===== src/hdl/ptd_pkg.sv =====
// Shared constants, codes and controller/datapath interface types for the task dispatcher.
`timescale 1ns / 1ps
package ptd_pkg;

   localparam int MAX_TASKS = 16;
   localparam int IDX_W     = 4;
   localparam int CNT_W     = 5;
   localparam int FUNC_W    = 3;
   localparam int PERIOD_W  = 31;
   localparam int TIME_W    = 32;

   typedef enum logic [FUNC_W-1:0] {
      FN_DISPATCH   = 3'd0,
      FN_SET_PERIOD = 3'd1,
      FN_ENABLE     = 3'd2,
      FN_DISABLE    = 3'd3,
      FN_COMPLETE   = 3'd4
   } func_type;

   typedef enum logic [1:0] {
      STAT_OK        = 2'd0,
      STAT_BAD_INDEX = 2'd1,
      STAT_NO_RUN    = 2'd2
   } status_type;

   typedef enum logic [2:0] {
      ST_IDLE,
      ST_DECODE,
      ST_SCAN,
      ST_DSP_WR,
      ST_CPL_CALC,
      ST_FINISH
   } state_type;

   typedef struct packed {
      logic       load_item;
      logic       scan_issue;
      logic       dsp_capture;
      logic       dsp_commit;
      logic       set_write;
      logic       cpl_commit;
      logic       status_load;
      status_type status_code;
      logic       out_load;
   } cmd_type;

   typedef struct packed {
      logic [FUNC_W-1:0] func;
      logic              idx_bad;
      logic              run_valid;
      logic              scan_more;
      logic              eval_hit;
      logic              eval_done;
      logic              rsp_free;
   } stat_type;

endpackage


===== src/hdl/ptd_ctrl.sv =====
// Controller state machine sequencing decode, table scan, commits and result transfer.
`timescale 1ns / 1ps
module ptd_ctrl (
   input  logic              clock,
   input  logic              reset,
   input  logic              req_valid,
   output logic              req_ready,
   input  ptd_pkg::stat_type stat,
   output ptd_pkg::cmd_type  cmd
);

   ptd_pkg::state_type state_ff;
   ptd_pkg::state_type state_in;

   always_ff @(posedge clock) begin
      if (reset) begin
         state_ff <= ptd_pkg::ST_IDLE;
      end else begin
         state_ff <= state_in;
      end
   end

   always_comb begin
      state_in = state_ff;
      unique case (state_ff)
         ptd_pkg::ST_IDLE: begin
            if (req_valid) begin
               state_in = ptd_pkg::ST_DECODE;
            end
         end
         ptd_pkg::ST_DECODE: begin
            case (stat.func)
               ptd_pkg::FN_DISPATCH: begin
                  state_in = stat.scan_more ? ptd_pkg::ST_SCAN : ptd_pkg::ST_FINISH;
               end
               ptd_pkg::FN_COMPLETE: begin
                  state_in = stat.run_valid ? ptd_pkg::ST_CPL_CALC : ptd_pkg::ST_FINISH;
               end
               default: begin
                  state_in = ptd_pkg::ST_FINISH;
               end
            endcase
         end
         ptd_pkg::ST_SCAN: begin
            if (stat.eval_hit) begin
               state_in = ptd_pkg::ST_DSP_WR;
            end else if (stat.eval_done) begin
               state_in = ptd_pkg::ST_FINISH;
            end
         end
         ptd_pkg::ST_DSP_WR: begin
            state_in = ptd_pkg::ST_FINISH;
         end
         ptd_pkg::ST_CPL_CALC: begin
            state_in = ptd_pkg::ST_FINISH;
         end
         ptd_pkg::ST_FINISH: begin
            if (stat.rsp_free) begin
               state_in = ptd_pkg::ST_IDLE;
            end
         end
         default: begin
            state_in = ptd_pkg::ST_IDLE;
         end
      endcase
   end

   always_comb begin
      cmd             = '0;
      cmd.status_code = ptd_pkg::STAT_OK;
      req_ready       = 1'b0;
      unique case (state_ff)
         ptd_pkg::ST_IDLE: begin
            req_ready     = 1'b1;
            cmd.load_item = req_valid;
         end
         ptd_pkg::ST_DECODE: begin
            case (stat.func) inside
               ptd_pkg::FN_SET_PERIOD, ptd_pkg::FN_ENABLE, ptd_pkg::FN_DISABLE: begin
                  if (stat.idx_bad) begin
                     cmd.status_load = 1'b1;
                     cmd.status_code = ptd_pkg::STAT_BAD_INDEX;
                  end else begin
                     cmd.set_write = 1'b1;
                  end
               end
               ptd_pkg::FN_COMPLETE: begin
                  if (!stat.run_valid) begin
                     cmd.status_load = 1'b1;
                     cmd.status_code = ptd_pkg::STAT_NO_RUN;
                  end
               end
               default: begin
               end
            endcase
         end
         ptd_pkg::ST_SCAN: begin
            cmd.scan_issue  = stat.scan_more;
            cmd.dsp_capture = stat.eval_hit;
         end
         ptd_pkg::ST_DSP_WR: begin
            cmd.dsp_commit = 1'b1;
         end
         ptd_pkg::ST_CPL_CALC: begin
            cmd.cpl_commit = 1'b1;
         end
         ptd_pkg::ST_FINISH: begin
            cmd.out_load = stat.rsp_free;
         end
         default: begin
         end
      endcase
   end

endmodule


===== src/hdl/ptd_datapath.sv =====
// Datapath: item and config registers, task tables, scan compare, busy statistics, result register.
`timescale 1ns / 1ps
module ptd_datapath (
   input  logic                               clock,
   input  logic                               reset,
   input  ptd_pkg::cmd_type                   cmd,
   output ptd_pkg::stat_type                  stat,
   input  logic [ptd_pkg::FUNC_W-1:0]         req_func,
   input  logic [ptd_pkg::IDX_W-1:0]          req_task_index,
   input  logic [ptd_pkg::PERIOD_W-1:0]       req_new_period,
   input  logic [ptd_pkg::TIME_W-1:0]         req_time_now,
   input  logic                               csr_valid,
   output logic                               csr_ready,
   input  logic [ptd_pkg::CNT_W-1:0]          csr_tasks_in_use,
   output logic                               rsp_valid,
   input  logic                               rsp_ready,
   output logic                               rsp_dispatched,
   output logic [ptd_pkg::IDX_W-1:0]          rsp_chosen_task,
   output logic signed [ptd_pkg::TIME_W-1:0]  rsp_measured_period,
   output logic [ptd_pkg::TIME_W-1:0]         rsp_total_busy,
   output logic [ptd_pkg::TIME_W-1:0]         rsp_peak_busy,
   output logic [1:0]                         rsp_status
);

   // configuration
   logic [ptd_pkg::CNT_W-1:0] tiu_ff;
   logic [ptd_pkg::CNT_W-1:0] count_eff;

   // item
   logic [ptd_pkg::FUNC_W-1:0]   item_func_ff;
   logic [ptd_pkg::IDX_W-1:0]    item_idx_ff;
   logic [ptd_pkg::PERIOD_W-1:0] item_period_ff;
   logic [ptd_pkg::TIME_W-1:0]   item_time_ff;

   // tables
   logic [ptd_pkg::PERIOD_W-1:0] period_mem [ptd_pkg::MAX_TASKS];
   logic [ptd_pkg::TIME_W-1:0]   stamp_mem  [ptd_pkg::MAX_TASKS];
   logic [ptd_pkg::TIME_W-1:0]   total_mem  [ptd_pkg::MAX_TASKS];
   logic [ptd_pkg::TIME_W-1:0]   peak_mem   [ptd_pkg::MAX_TASKS];
   logic [ptd_pkg::MAX_TASKS-1:0] period_vld_ff;
   logic [ptd_pkg::MAX_TASKS-1:0] stamp_vld_ff;
   logic [ptd_pkg::MAX_TASKS-1:0] busy_vld_ff;
   logic [ptd_pkg::MAX_TASKS-1:0] enable_ff;
   logic period_we;
   logic enable_we;

   // scan
   logic [ptd_pkg::CNT_W-1:0]    scan_ptr_ff;
   logic [ptd_pkg::IDX_W-1:0]    scan_idx;
   logic                         eval_vld_ff;
   logic [ptd_pkg::IDX_W-1:0]    eval_idx_ff;
   logic [ptd_pkg::PERIOD_W-1:0] rd_period_ff;
   logic                         rd_period_vld_ff;
   logic [ptd_pkg::TIME_W-1:0]   rd_stamp_ff;
   logic                         rd_stamp_vld_ff;
   logic [ptd_pkg::PERIOD_W-1:0] eval_period;
   logic [ptd_pkg::TIME_W-1:0]   eval_stamp;
   logic [ptd_pkg::TIME_W-1:0]   eval_elapsed;
   logic                         eval_hit;
   logic                         eval_last;

   // running task and busy statistics
   logic                         run_valid_ff;
   logic [ptd_pkg::IDX_W-1:0]    run_idx_ff;
   logic [ptd_pkg::TIME_W-1:0]   run_start_ff;
   logic [ptd_pkg::TIME_W-1:0]   cpl_ex_ff;
   logic [ptd_pkg::TIME_W-1:0]   rd_total_ff;
   logic [ptd_pkg::TIME_W-1:0]   rd_peak_ff;
   logic                         rd_busy_vld_ff;
   logic [ptd_pkg::TIME_W-1:0]   cur_total;
   logic [ptd_pkg::TIME_W-1:0]   cur_peak;
   logic [ptd_pkg::TIME_W-1:0]   new_total;
   logic [ptd_pkg::TIME_W-1:0]   new_peak;

   // result staging and output
   logic                         res_dispatched_ff;
   logic [ptd_pkg::IDX_W-1:0]    res_task_ff;
   logic [ptd_pkg::TIME_W-1:0]   res_measured_ff;
   logic [ptd_pkg::TIME_W-1:0]   res_total_ff;
   logic [ptd_pkg::TIME_W-1:0]   res_peak_ff;
   ptd_pkg::status_type          res_status_ff;
   logic                         rsp_valid_ff;
   logic                         rsp_valid_in;
   logic                         rsp_free;
   logic                         out_dispatched_ff;
   logic [ptd_pkg::IDX_W-1:0]    out_task_ff;
   logic [ptd_pkg::TIME_W-1:0]   out_measured_ff;
   logic [ptd_pkg::TIME_W-1:0]   out_total_ff;
   logic [ptd_pkg::TIME_W-1:0]   out_peak_ff;
   logic [1:0]                   out_status_ff;

   assign csr_ready = 1'b1;

   always_ff @(posedge clock) begin
      if (reset) begin
         tiu_ff <= '0;
      end else if (csr_valid) begin
         tiu_ff <= csr_tasks_in_use;
      end
   end

   assign count_eff = (tiu_ff > ptd_pkg::CNT_W'(ptd_pkg::MAX_TASKS)) ?
                      ptd_pkg::CNT_W'(ptd_pkg::MAX_TASKS) : tiu_ff;

   always_ff @(posedge clock) begin
      if (cmd.load_item) begin
         item_func_ff   <= req_func;
         item_idx_ff    <= req_task_index;
         item_period_ff <= req_new_period;
         item_time_ff   <= req_time_now;
      end
   end

   // period and enable writes
   assign period_we = cmd.set_write && (item_func_ff == ptd_pkg::FN_SET_PERIOD);
   assign enable_we = cmd.set_write && ((item_func_ff == ptd_pkg::FN_ENABLE) ||
                                        (item_func_ff == ptd_pkg::FN_DISABLE));

   always_ff @(posedge clock) begin
      if (period_we) begin
         period_mem[item_idx_ff] <= item_period_ff;
      end
      if (cmd.scan_issue) begin
         rd_period_ff <= period_mem[scan_idx];
         rd_stamp_ff  <= stamp_mem[scan_idx];
      end
      if (cmd.dsp_commit) begin
         stamp_mem[res_task_ff] <= item_time_ff;
      end
   end

   always_ff @(posedge clock) begin
      if (reset) begin
         period_vld_ff <= '0;
         stamp_vld_ff  <= '0;
         enable_ff     <= '0;
      end else begin
         if (period_we) begin
            period_vld_ff[item_idx_ff] <= 1'b1;
         end
         if (enable_we) begin
            enable_ff[item_idx_ff] <= (item_func_ff == ptd_pkg::FN_ENABLE);
         end
         if (cmd.dsp_commit) begin
            stamp_vld_ff[res_task_ff] <= 1'b1;
         end
      end
   end

   // scan pipeline: read one entry per cycle, compare it the cycle after
   assign scan_idx = scan_ptr_ff[ptd_pkg::IDX_W-1:0];

   always_ff @(posedge clock) begin
      if (reset) begin
         scan_ptr_ff <= '0;
         eval_vld_ff <= 1'b0;
      end else begin
         if (cmd.load_item) begin
            scan_ptr_ff <= '0;
         end else if (cmd.scan_issue) begin
            scan_ptr_ff <= scan_ptr_ff + ptd_pkg::CNT_W'(1);
         end
         eval_vld_ff <= cmd.scan_issue;
      end
   end

   always_ff @(posedge clock) begin
      if (cmd.scan_issue) begin
         eval_idx_ff      <= scan_idx;
         rd_period_vld_ff <= period_vld_ff[scan_idx];
         rd_stamp_vld_ff  <= stamp_vld_ff[scan_idx];
      end
   end

   assign eval_period  = rd_period_vld_ff ? rd_period_ff : '0;
   assign eval_stamp   = rd_stamp_vld_ff ? rd_stamp_ff : '0;
   assign eval_elapsed = item_time_ff - eval_stamp;
   assign eval_hit     = eval_vld_ff && enable_ff[eval_idx_ff] &&
                         ($signed(eval_elapsed) > $signed({1'b0, eval_period}));
   assign eval_last    = ((ptd_pkg::CNT_W'(eval_idx_ff) + ptd_pkg::CNT_W'(1)) == count_eff);

   // running task
   always_ff @(posedge clock) begin
      if (reset) begin
         run_valid_ff <= 1'b0;
         run_idx_ff   <= '0;
         run_start_ff <= '0;
      end else if (cmd.dsp_commit) begin
         run_valid_ff <= 1'b1;
         run_idx_ff   <= res_task_ff;
         run_start_ff <= item_time_ff;
      end else if (cmd.cpl_commit) begin
         run_valid_ff <= 1'b0;
      end
   end

   // busy statistics, read continuously at the running index
   always_ff @(posedge clock) begin
      cpl_ex_ff   <= item_time_ff - run_start_ff;
      rd_total_ff <= total_mem[run_idx_ff];
      rd_peak_ff  <= peak_mem[run_idx_ff];
      if (cmd.cpl_commit) begin
         total_mem[run_idx_ff] <= new_total;
         peak_mem[run_idx_ff]  <= new_peak;
      end
   end

   always_ff @(posedge clock) begin
      if (reset) begin
         busy_vld_ff    <= '0;
         rd_busy_vld_ff <= 1'b0;
      end else begin
         rd_busy_vld_ff <= busy_vld_ff[run_idx_ff];
         if (cmd.cpl_commit) begin
            busy_vld_ff[run_idx_ff] <= 1'b1;
         end
      end
   end

   assign cur_total = rd_busy_vld_ff ? rd_total_ff : '0;
   assign cur_peak  = rd_busy_vld_ff ? rd_peak_ff : '0;
   assign new_total = cur_total + cpl_ex_ff;
   assign new_peak  = (cpl_ex_ff > cur_peak) ? cpl_ex_ff : cur_peak;

   // result staging
   always_ff @(posedge clock) begin
      if (cmd.load_item) begin
         res_dispatched_ff <= 1'b0;
         res_task_ff       <= '0;
         res_measured_ff   <= '0;
         res_total_ff      <= '0;
         res_peak_ff       <= '0;
         res_status_ff     <= ptd_pkg::STAT_OK;
      end else begin
         if (cmd.dsp_capture) begin
            res_dispatched_ff <= 1'b1;
            res_task_ff       <= eval_idx_ff;
            res_measured_ff   <= eval_elapsed;
         end
         if (cmd.cpl_commit) begin
            res_task_ff  <= run_idx_ff;
            res_total_ff <= new_total;
            res_peak_ff  <= new_peak;
         end
         if (cmd.status_load) begin
            res_status_ff <= cmd.status_code;
         end
      end
   end

   // output register
   assign rsp_free = !rsp_valid_ff || rsp_ready;

   always_comb begin
      rsp_valid_in = rsp_valid_ff;
      if (cmd.out_load) begin
         rsp_valid_in = 1'b1;
      end else if (rsp_ready) begin
         rsp_valid_in = 1'b0;
      end
   end

   always_ff @(posedge clock) begin
      if (reset) begin
         rsp_valid_ff <= 1'b0;
      end else begin
         rsp_valid_ff <= rsp_valid_in;
      end
   end

   always_ff @(posedge clock) begin
      if (cmd.out_load) begin
         out_dispatched_ff <= res_dispatched_ff;
         out_task_ff       <= res_task_ff;
         out_measured_ff   <= res_measured_ff;
         out_total_ff      <= res_total_ff;
         out_peak_ff       <= res_peak_ff;
         out_status_ff     <= res_status_ff;
      end
   end

   assign rsp_valid           = rsp_valid_ff;
   assign rsp_dispatched      = out_dispatched_ff;
   assign rsp_chosen_task     = out_task_ff;
   assign rsp_measured_period = $signed(out_measured_ff);
   assign rsp_total_busy      = out_total_ff;
   assign rsp_peak_busy       = out_peak_ff;
   assign rsp_status          = out_status_ff;

   assign stat.func      = item_func_ff;
   assign stat.idx_bad   = (ptd_pkg::CNT_W'(item_idx_ff) >= count_eff);
   assign stat.run_valid = run_valid_ff;
   assign stat.scan_more = (scan_ptr_ff < count_eff);
   assign stat.eval_hit  = eval_hit;
   assign stat.eval_done = eval_vld_ff && eval_last && !eval_hit;
   assign stat.rsp_free  = rsp_free;

   a_dsp_sets_run: assert property (@(posedge clock) disable iff (reset)
      cmd.dsp_commit |=> run_valid_ff && (run_idx_ff == $past(res_task_ff)))
      else $error("dispatch commit did not mark the task running");

   a_cpl_clears_run: assert property (@(posedge clock) disable iff (reset)
      cmd.cpl_commit |=> !run_valid_ff)
      else $error("completion left a task running");

   a_out_load_free: assert property (@(posedge clock) disable iff (reset)
      cmd.out_load |-> rsp_free)
      else $error("result loaded over an untaken transfer");

   a_scan_in_range: assert property (@(posedge clock) disable iff (reset)
      cmd.scan_issue |-> (scan_ptr_ff < count_eff))
      else $error("scan read past the tasks in use");

endmodule


===== src/hdl/periodic_task_dispatcher.sv =====
// Top level of the periodic task dispatcher: controller plus datapath.
// One item at a time. Period set, enable, disable, rejected and unused items pass
// through decode straight to finish; a completion passes through a commit state
// first. A dispatch scans the tasks in use one table entry per cycle through a
// registered read, with N = min(tasks_in_use, 16); the scan is skipped when N is 0
// and stops at the first task that fires. The next item is taken the cycle after its
// result is loaded. A finished result sits in the output register while the next item
// is taken, and the next result waits in the controller until that transfer happens.
// The configuration port is always ready; the user must write it only while no item
// is in flight, and the block itself does not enforce this.
`timescale 1ns / 1ps
module periodic_task_dispatcher (
   input  logic                               clock,
   input  logic                               reset,
   input  logic                               req_valid,
   output logic                               req_ready,
   input  logic [ptd_pkg::FUNC_W-1:0]         req_func,
   input  logic [ptd_pkg::IDX_W-1:0]          req_task_index,
   input  logic [ptd_pkg::PERIOD_W-1:0]       req_new_period,
   input  logic [ptd_pkg::TIME_W-1:0]         req_time_now,
   output logic                               rsp_valid,
   input  logic                               rsp_ready,
   output logic                               rsp_dispatched,
   output logic [ptd_pkg::IDX_W-1:0]          rsp_chosen_task,
   output logic signed [ptd_pkg::TIME_W-1:0]  rsp_measured_period,
   output logic [ptd_pkg::TIME_W-1:0]         rsp_total_busy,
   output logic [ptd_pkg::TIME_W-1:0]         rsp_peak_busy,
   output logic [1:0]                         rsp_status,
   input  logic                               csr_valid,
   output logic                               csr_ready,
   input  logic [ptd_pkg::CNT_W-1:0]          csr_tasks_in_use
);

   ptd_pkg::cmd_type  cmd;
   ptd_pkg::stat_type stat;

   ptd_ctrl u_ctrl (
      .clock     (clock),
      .reset     (reset),
      .req_valid (req_valid),
      .req_ready (req_ready),
      .stat      (stat),
      .cmd       (cmd)
   );

   ptd_datapath u_datapath (
      .clock               (clock),
      .reset               (reset),
      .cmd                 (cmd),
      .stat                (stat),
      .req_func            (req_func),
      .req_task_index      (req_task_index),
      .req_new_period      (req_new_period),
      .req_time_now        (req_time_now),
      .csr_valid           (csr_valid),
      .csr_ready           (csr_ready),
      .csr_tasks_in_use    (csr_tasks_in_use),
      .rsp_valid           (rsp_valid),
      .rsp_ready           (rsp_ready),
      .rsp_dispatched      (rsp_dispatched),
      .rsp_chosen_task     (rsp_chosen_task),
      .rsp_measured_period (rsp_measured_period),
      .rsp_total_busy      (rsp_total_busy),
      .rsp_peak_busy       (rsp_peak_busy),
      .rsp_status          (rsp_status)
   );

endmodule


===== config.mk =====
export PLATFORM = sky130hd
export DESIGN_NAME = periodic_task_dispatcher
export DESIGN_NICKNAME = d
export VERILOG_FILES = /design/src/hdl/ptd_pkg.sv /design/src/hdl/ptd_ctrl.sv /design/src/hdl/ptd_datapath.sv /design/src/hdl/periodic_task_dispatcher.sv
export SDC_FILE = /design/constraint.sdc
export NUM_CORES = 2
export LEC_CHECK = 0
export ABC_CLOCK_PERIOD_IN_PS = 6400
export BUFFER_PORTS_ARGS = -buffer_cell sky130_fd_sc_hd__buf_2
export CAP_MARGIN = 20
export CORE_MARGIN = 2
export CORE_UTILIZATION = 56
export DETAILED_ROUTE_END_ITERATION = 10
export PLACE_DENSITY = 0.85
export SLEW_MARGIN = 20
export SYNTH_ARGS = -nofsm -noshare
export SYNTH_HDL_FRONTEND = slang
export SYNTH_SLANG_ARGS = --single-unit

===== constraint.sdc =====
create_clock -name clock -period 6.4 [get_ports clock]
set_input_delay 1.28 -clock clock [delete_from_list [all_inputs] [get_ports clock]]
set_output_delay 1.28 -clock clock [all_outputs]
set_load 0.005 [all_outputs]

==> results.cfg <==
[outcome]
outcome = complete, no violations

[route]
ant_nets = 0
wirelength_mm = 263.6
first_pass_iters = 6
num_vias = 54130
remaining_drc_errors = 0
first_iter_violations = 7979
via_per_inst = 6.718
wl_per_cell_um = 32.72

[sta]
min_period_ns = 6.102
max_slew_margin_pct = 22.67
finalHoldWorstSlack_ns = 0.4285
skew_ns = 0.05097
tns_ns = 0
period_share_pct = 95.35
fmax_ghz = 0.1639
fin_ws_ns = 0.2976
worstMarginPinSlew_ns = 1.160
setup_violations = 0
slew_viol_final = 0
hold_violations = 0
grt_setup_unrepaired = false

[global_route]
globalRoute.totalOverflow = 0
grt_use_total_pct = 28.65
grt_first_pass_wirelength_mm = 380.6
grt_max_degree = 163
grt_pass1_vias = 55140
antenna_found_initial = 19

[floorplan]
rows = 155
die-area_um2 = 183600
core_area_um2 = 178800
die_w_um = 428.5
die_y_um = 428.5
ios = 186
start_util_pct = 56.43

[final_layout]
area_delta_synth_final_pct = 12.74
final_common_cell = edfxtp_1
fill_cells = 11160
fin_nets = 5725
drive_above_1_share_pct = 25.58
mostFrequentLayoutCells = edfxtp_1 (2,274), mux4_2 (654), dfxtp_1 (307)

[power_and_ir_drop]
pwr-share-clk_pct = 39.8
peakVddDrop_v = 0.0004719
p_int_w = 0.02836
power_w = 0.03687
power.leakage_nw = 36.99
power_frac_comb_pct = 6.4
switching_power_w = 0.008506
power_frac_seq_pct = 53.8
p_per_area_nw_per_um2 = 324.1
swShare_pct = 23.07

[synthesis]
syn_nets = 5414
ys_warn_count = 0
synth-edff-count = 2274
synthArstFlopShare_pct = 0
synthFlopType = edfxtp_1
synth-simple-area-share_pct = 3.245
synth_cell_types = 84
syn_avg_cell_area_um2 = 19.53
synth-seq-area-share_pct = 73.95
synthCells = 5166
netlist_area_um2 = 100900
synthMuxAreaShare_pct = 15.28
synth_top_family_by_area = multiplexers
synth_compound_area_share_pct = 3.230
synth_xor_area_share_pct = 0.8246
ys_seq_elements = 2590
synthAdderAreaFrac_pct = 2.106

[clock_tree]
cts_buffers = 233
cts_htree_levels = 4
hold_buffers = 0
cts.path.max_buffers = 3
cts_sinks = 2590
cts_tree = yes
worstSkewPairLatency_ns = 0.90
clkTransAtPathRegs_ns = 0.06
root_buffer = clkbuf_16

[placed_design]
dp_hpwl_mm = 144.0
dp_slack_ns = 0.3104
io_buffers = 184
globalplace.congestion = 0.8987

[worst_setup_path]
cp-end-kind = flip-flop
crit_arrival_ns = 6.89
cp_max_fo = 28
required_ns = 7.19
path_class = reg2reg
cp-start-kind = flip-flop

[job]
drv_cap = 0

[min_path]
min_path_type = reg2reg
## worst max-delay path: stages, from the launching register on
cell and delay, ns:
edfxtp_1 0.72, inv_1 0.15, ha_1 0.24, inv_1 0.08
fa_1 0.21, a21o_1 0.17, a31oi_1 0.13, o31ai_2 0.45
a21oi_1 0.26, a311oi_1 0.54, a311o_1 0.25, a21oi_1 0.08
xnor2_1 0.27, ha_1 0.30, nand3_1 0.12, nor2_1 0.05
and4b_1 0.26, a21oi_1 0.17, nand4_1 0.16, a2111oi_4 0.40
nand2_2 0.33, buf_12 0.29, or2_0 0.24, a21oi_1 0.13
## sequential cells by signal, summed over array words and instances (netlist names), 16 cells and up
| register | flops |
|---|---|
| u_datapath.run_start_ff | 32 |
| u_datapath.stamp_vld_ff | 16 |
| u_datapath.rsp_total_busy | 32 |
| u_datapath.res_total_ff | 32 |
| u_datapath.item_time_ff | 32 |
| u_datapath.rsp_measured_period | 32 |
| u_datapath.item_period_ff | 31 |
| u_datapath.period_mem | 496 |
| u_datapath.enable_ff | 16 |
| u_datapath.rsp_peak_busy | 32 |
| u_datapath.peak_mem | 512 |
| u_datapath.res_peak_ff | 32 |
| u_datapath.rd_period_ff | 31 |
| u_datapath.stamp_mem | 512 |
| u_datapath.res_measured_ff | 32 |
| u_datapath.busy_vld_ff | 16 |
| u_datapath.rd_total_ff | 32 |
| u_datapath.rd_peak_ff | 32 |
| u_datapath.total_mem | 512 |
| u_datapath.cpl_ex_ff | 32 |
| u_datapath.rd_stamp_ff | 32 |
| u_datapath.period_vld_ff | 16 |
## power groups by stage
stage                     sequential (W)  combinational, W  clock [W]
after detailed placement          0.0202           0.00220          0
final                             0.0198           0.00236     0.0147
after global routing              0.0198           0.00253     0.0153
after floorplan                   0.0199           0.00138          0
after CTS                         0.0198           0.00226     0.0147
after global placement            0.0201           0.00206          0
## metal layers
metal / track usage, % / part of all wire [%] / up-vias
met4: 17.36 / 6.6 / 4
li1: - / - / 21450
met1: 36.21 / 34 / 27760
met5: 0 / 0.010 / -
met2: 46.70 / 49 / 4113
met3: 5.185 / 10 / 807
## Yosys cell counts, drive strengths merged (27+ instances only)
| library cell | number | area, um^2 |
|---|---|---|
| edfxtp | 2274 | 68290 |
| dfxtp | 316 | 6326 |
| mux2i | 67 | 670.6 |
| ha | 165 | 2064 |
| clkbuf | 180 | 675.7 |
| inv | 126 | 473.0 |
| xnor2 | 66 | 578.1 |
| nor3 | 36 | 180.2 |
| a21oi | 221 | 1110 |
| nand2 | 283 | 1065 |
| buf | 51 | 222.7 |
| nor2 | 211 | 792.0 |
| o21ai | 72 | 360.3 |
| and2 | 39 | 244.0 |
| mux4 | 654 | 14730 |
| a21o | 46 | 345.3 |
| xor2 | 29 | 254.0 |
| o21a | 27 | 202.7 |
## cells by family after synthesis
kind of cell | Yosys count
and+or+nand+nor | 723
DFF | 2590
buffers and inverters | 357
muxes | 723
AOI/OAI and AO/OA | 509
xor gates and xnor gates | 95
adders and majority gates | 168
other | 1
## per-stage QoR
stage	utilization (%)	area, um^2	std cells
floorplan	-	100900	5166
global placement	58.90	105300	7593
detailed placement	58.92	105400	7594
CTS	63.48	113500	8039
global route	63.60	113700	8047
finish	63.62	113800	8057
## cell type report
type	instances	area (um^2)	share of cell area (%)
Antenna cell	15	37.54	0.03300
Clock buffer	317	6449	5.669
Clock inverter	128	1700	1.495
Inverter	126	478.0	0.4202
Multi-Input combinational cell	2219	25450	22.37
Sequential cell	2590	74640	65.62
Tap cell	2355	2947	2.590
Timing Repair Buffer	307	2048	1.801
## what timing repair did
item                                    4_1_cts  5_1_grt
gates resized for setup                       0        1
setup buffers                                 0        0
endpoints found under the setup margin        0       27
hold endpoints to repair                      0        0
## worst paths after layout
path / start / end / slack [ns] / cells past startpoint
hold reg to reg: u_datapath.res_peak_ff[24] / u_datapath.rsp_peak_busy[24] / 0.43 / 0
setup / recovery: u_datapath.item_time_ff[0] / u_datapath.res_measured_ff[0] / 0.30 / 23
hold / removal: u_datapath.res_peak_ff[24] / u_datapath.rsp_peak_busy[24] / 0.43 / 0
setup reg to reg: u_datapath.item_time_ff[0] / u_datapath.res_measured_ff[0] / 0.30 / 23
Note: power is estimated with default switching activity, not from simulation.
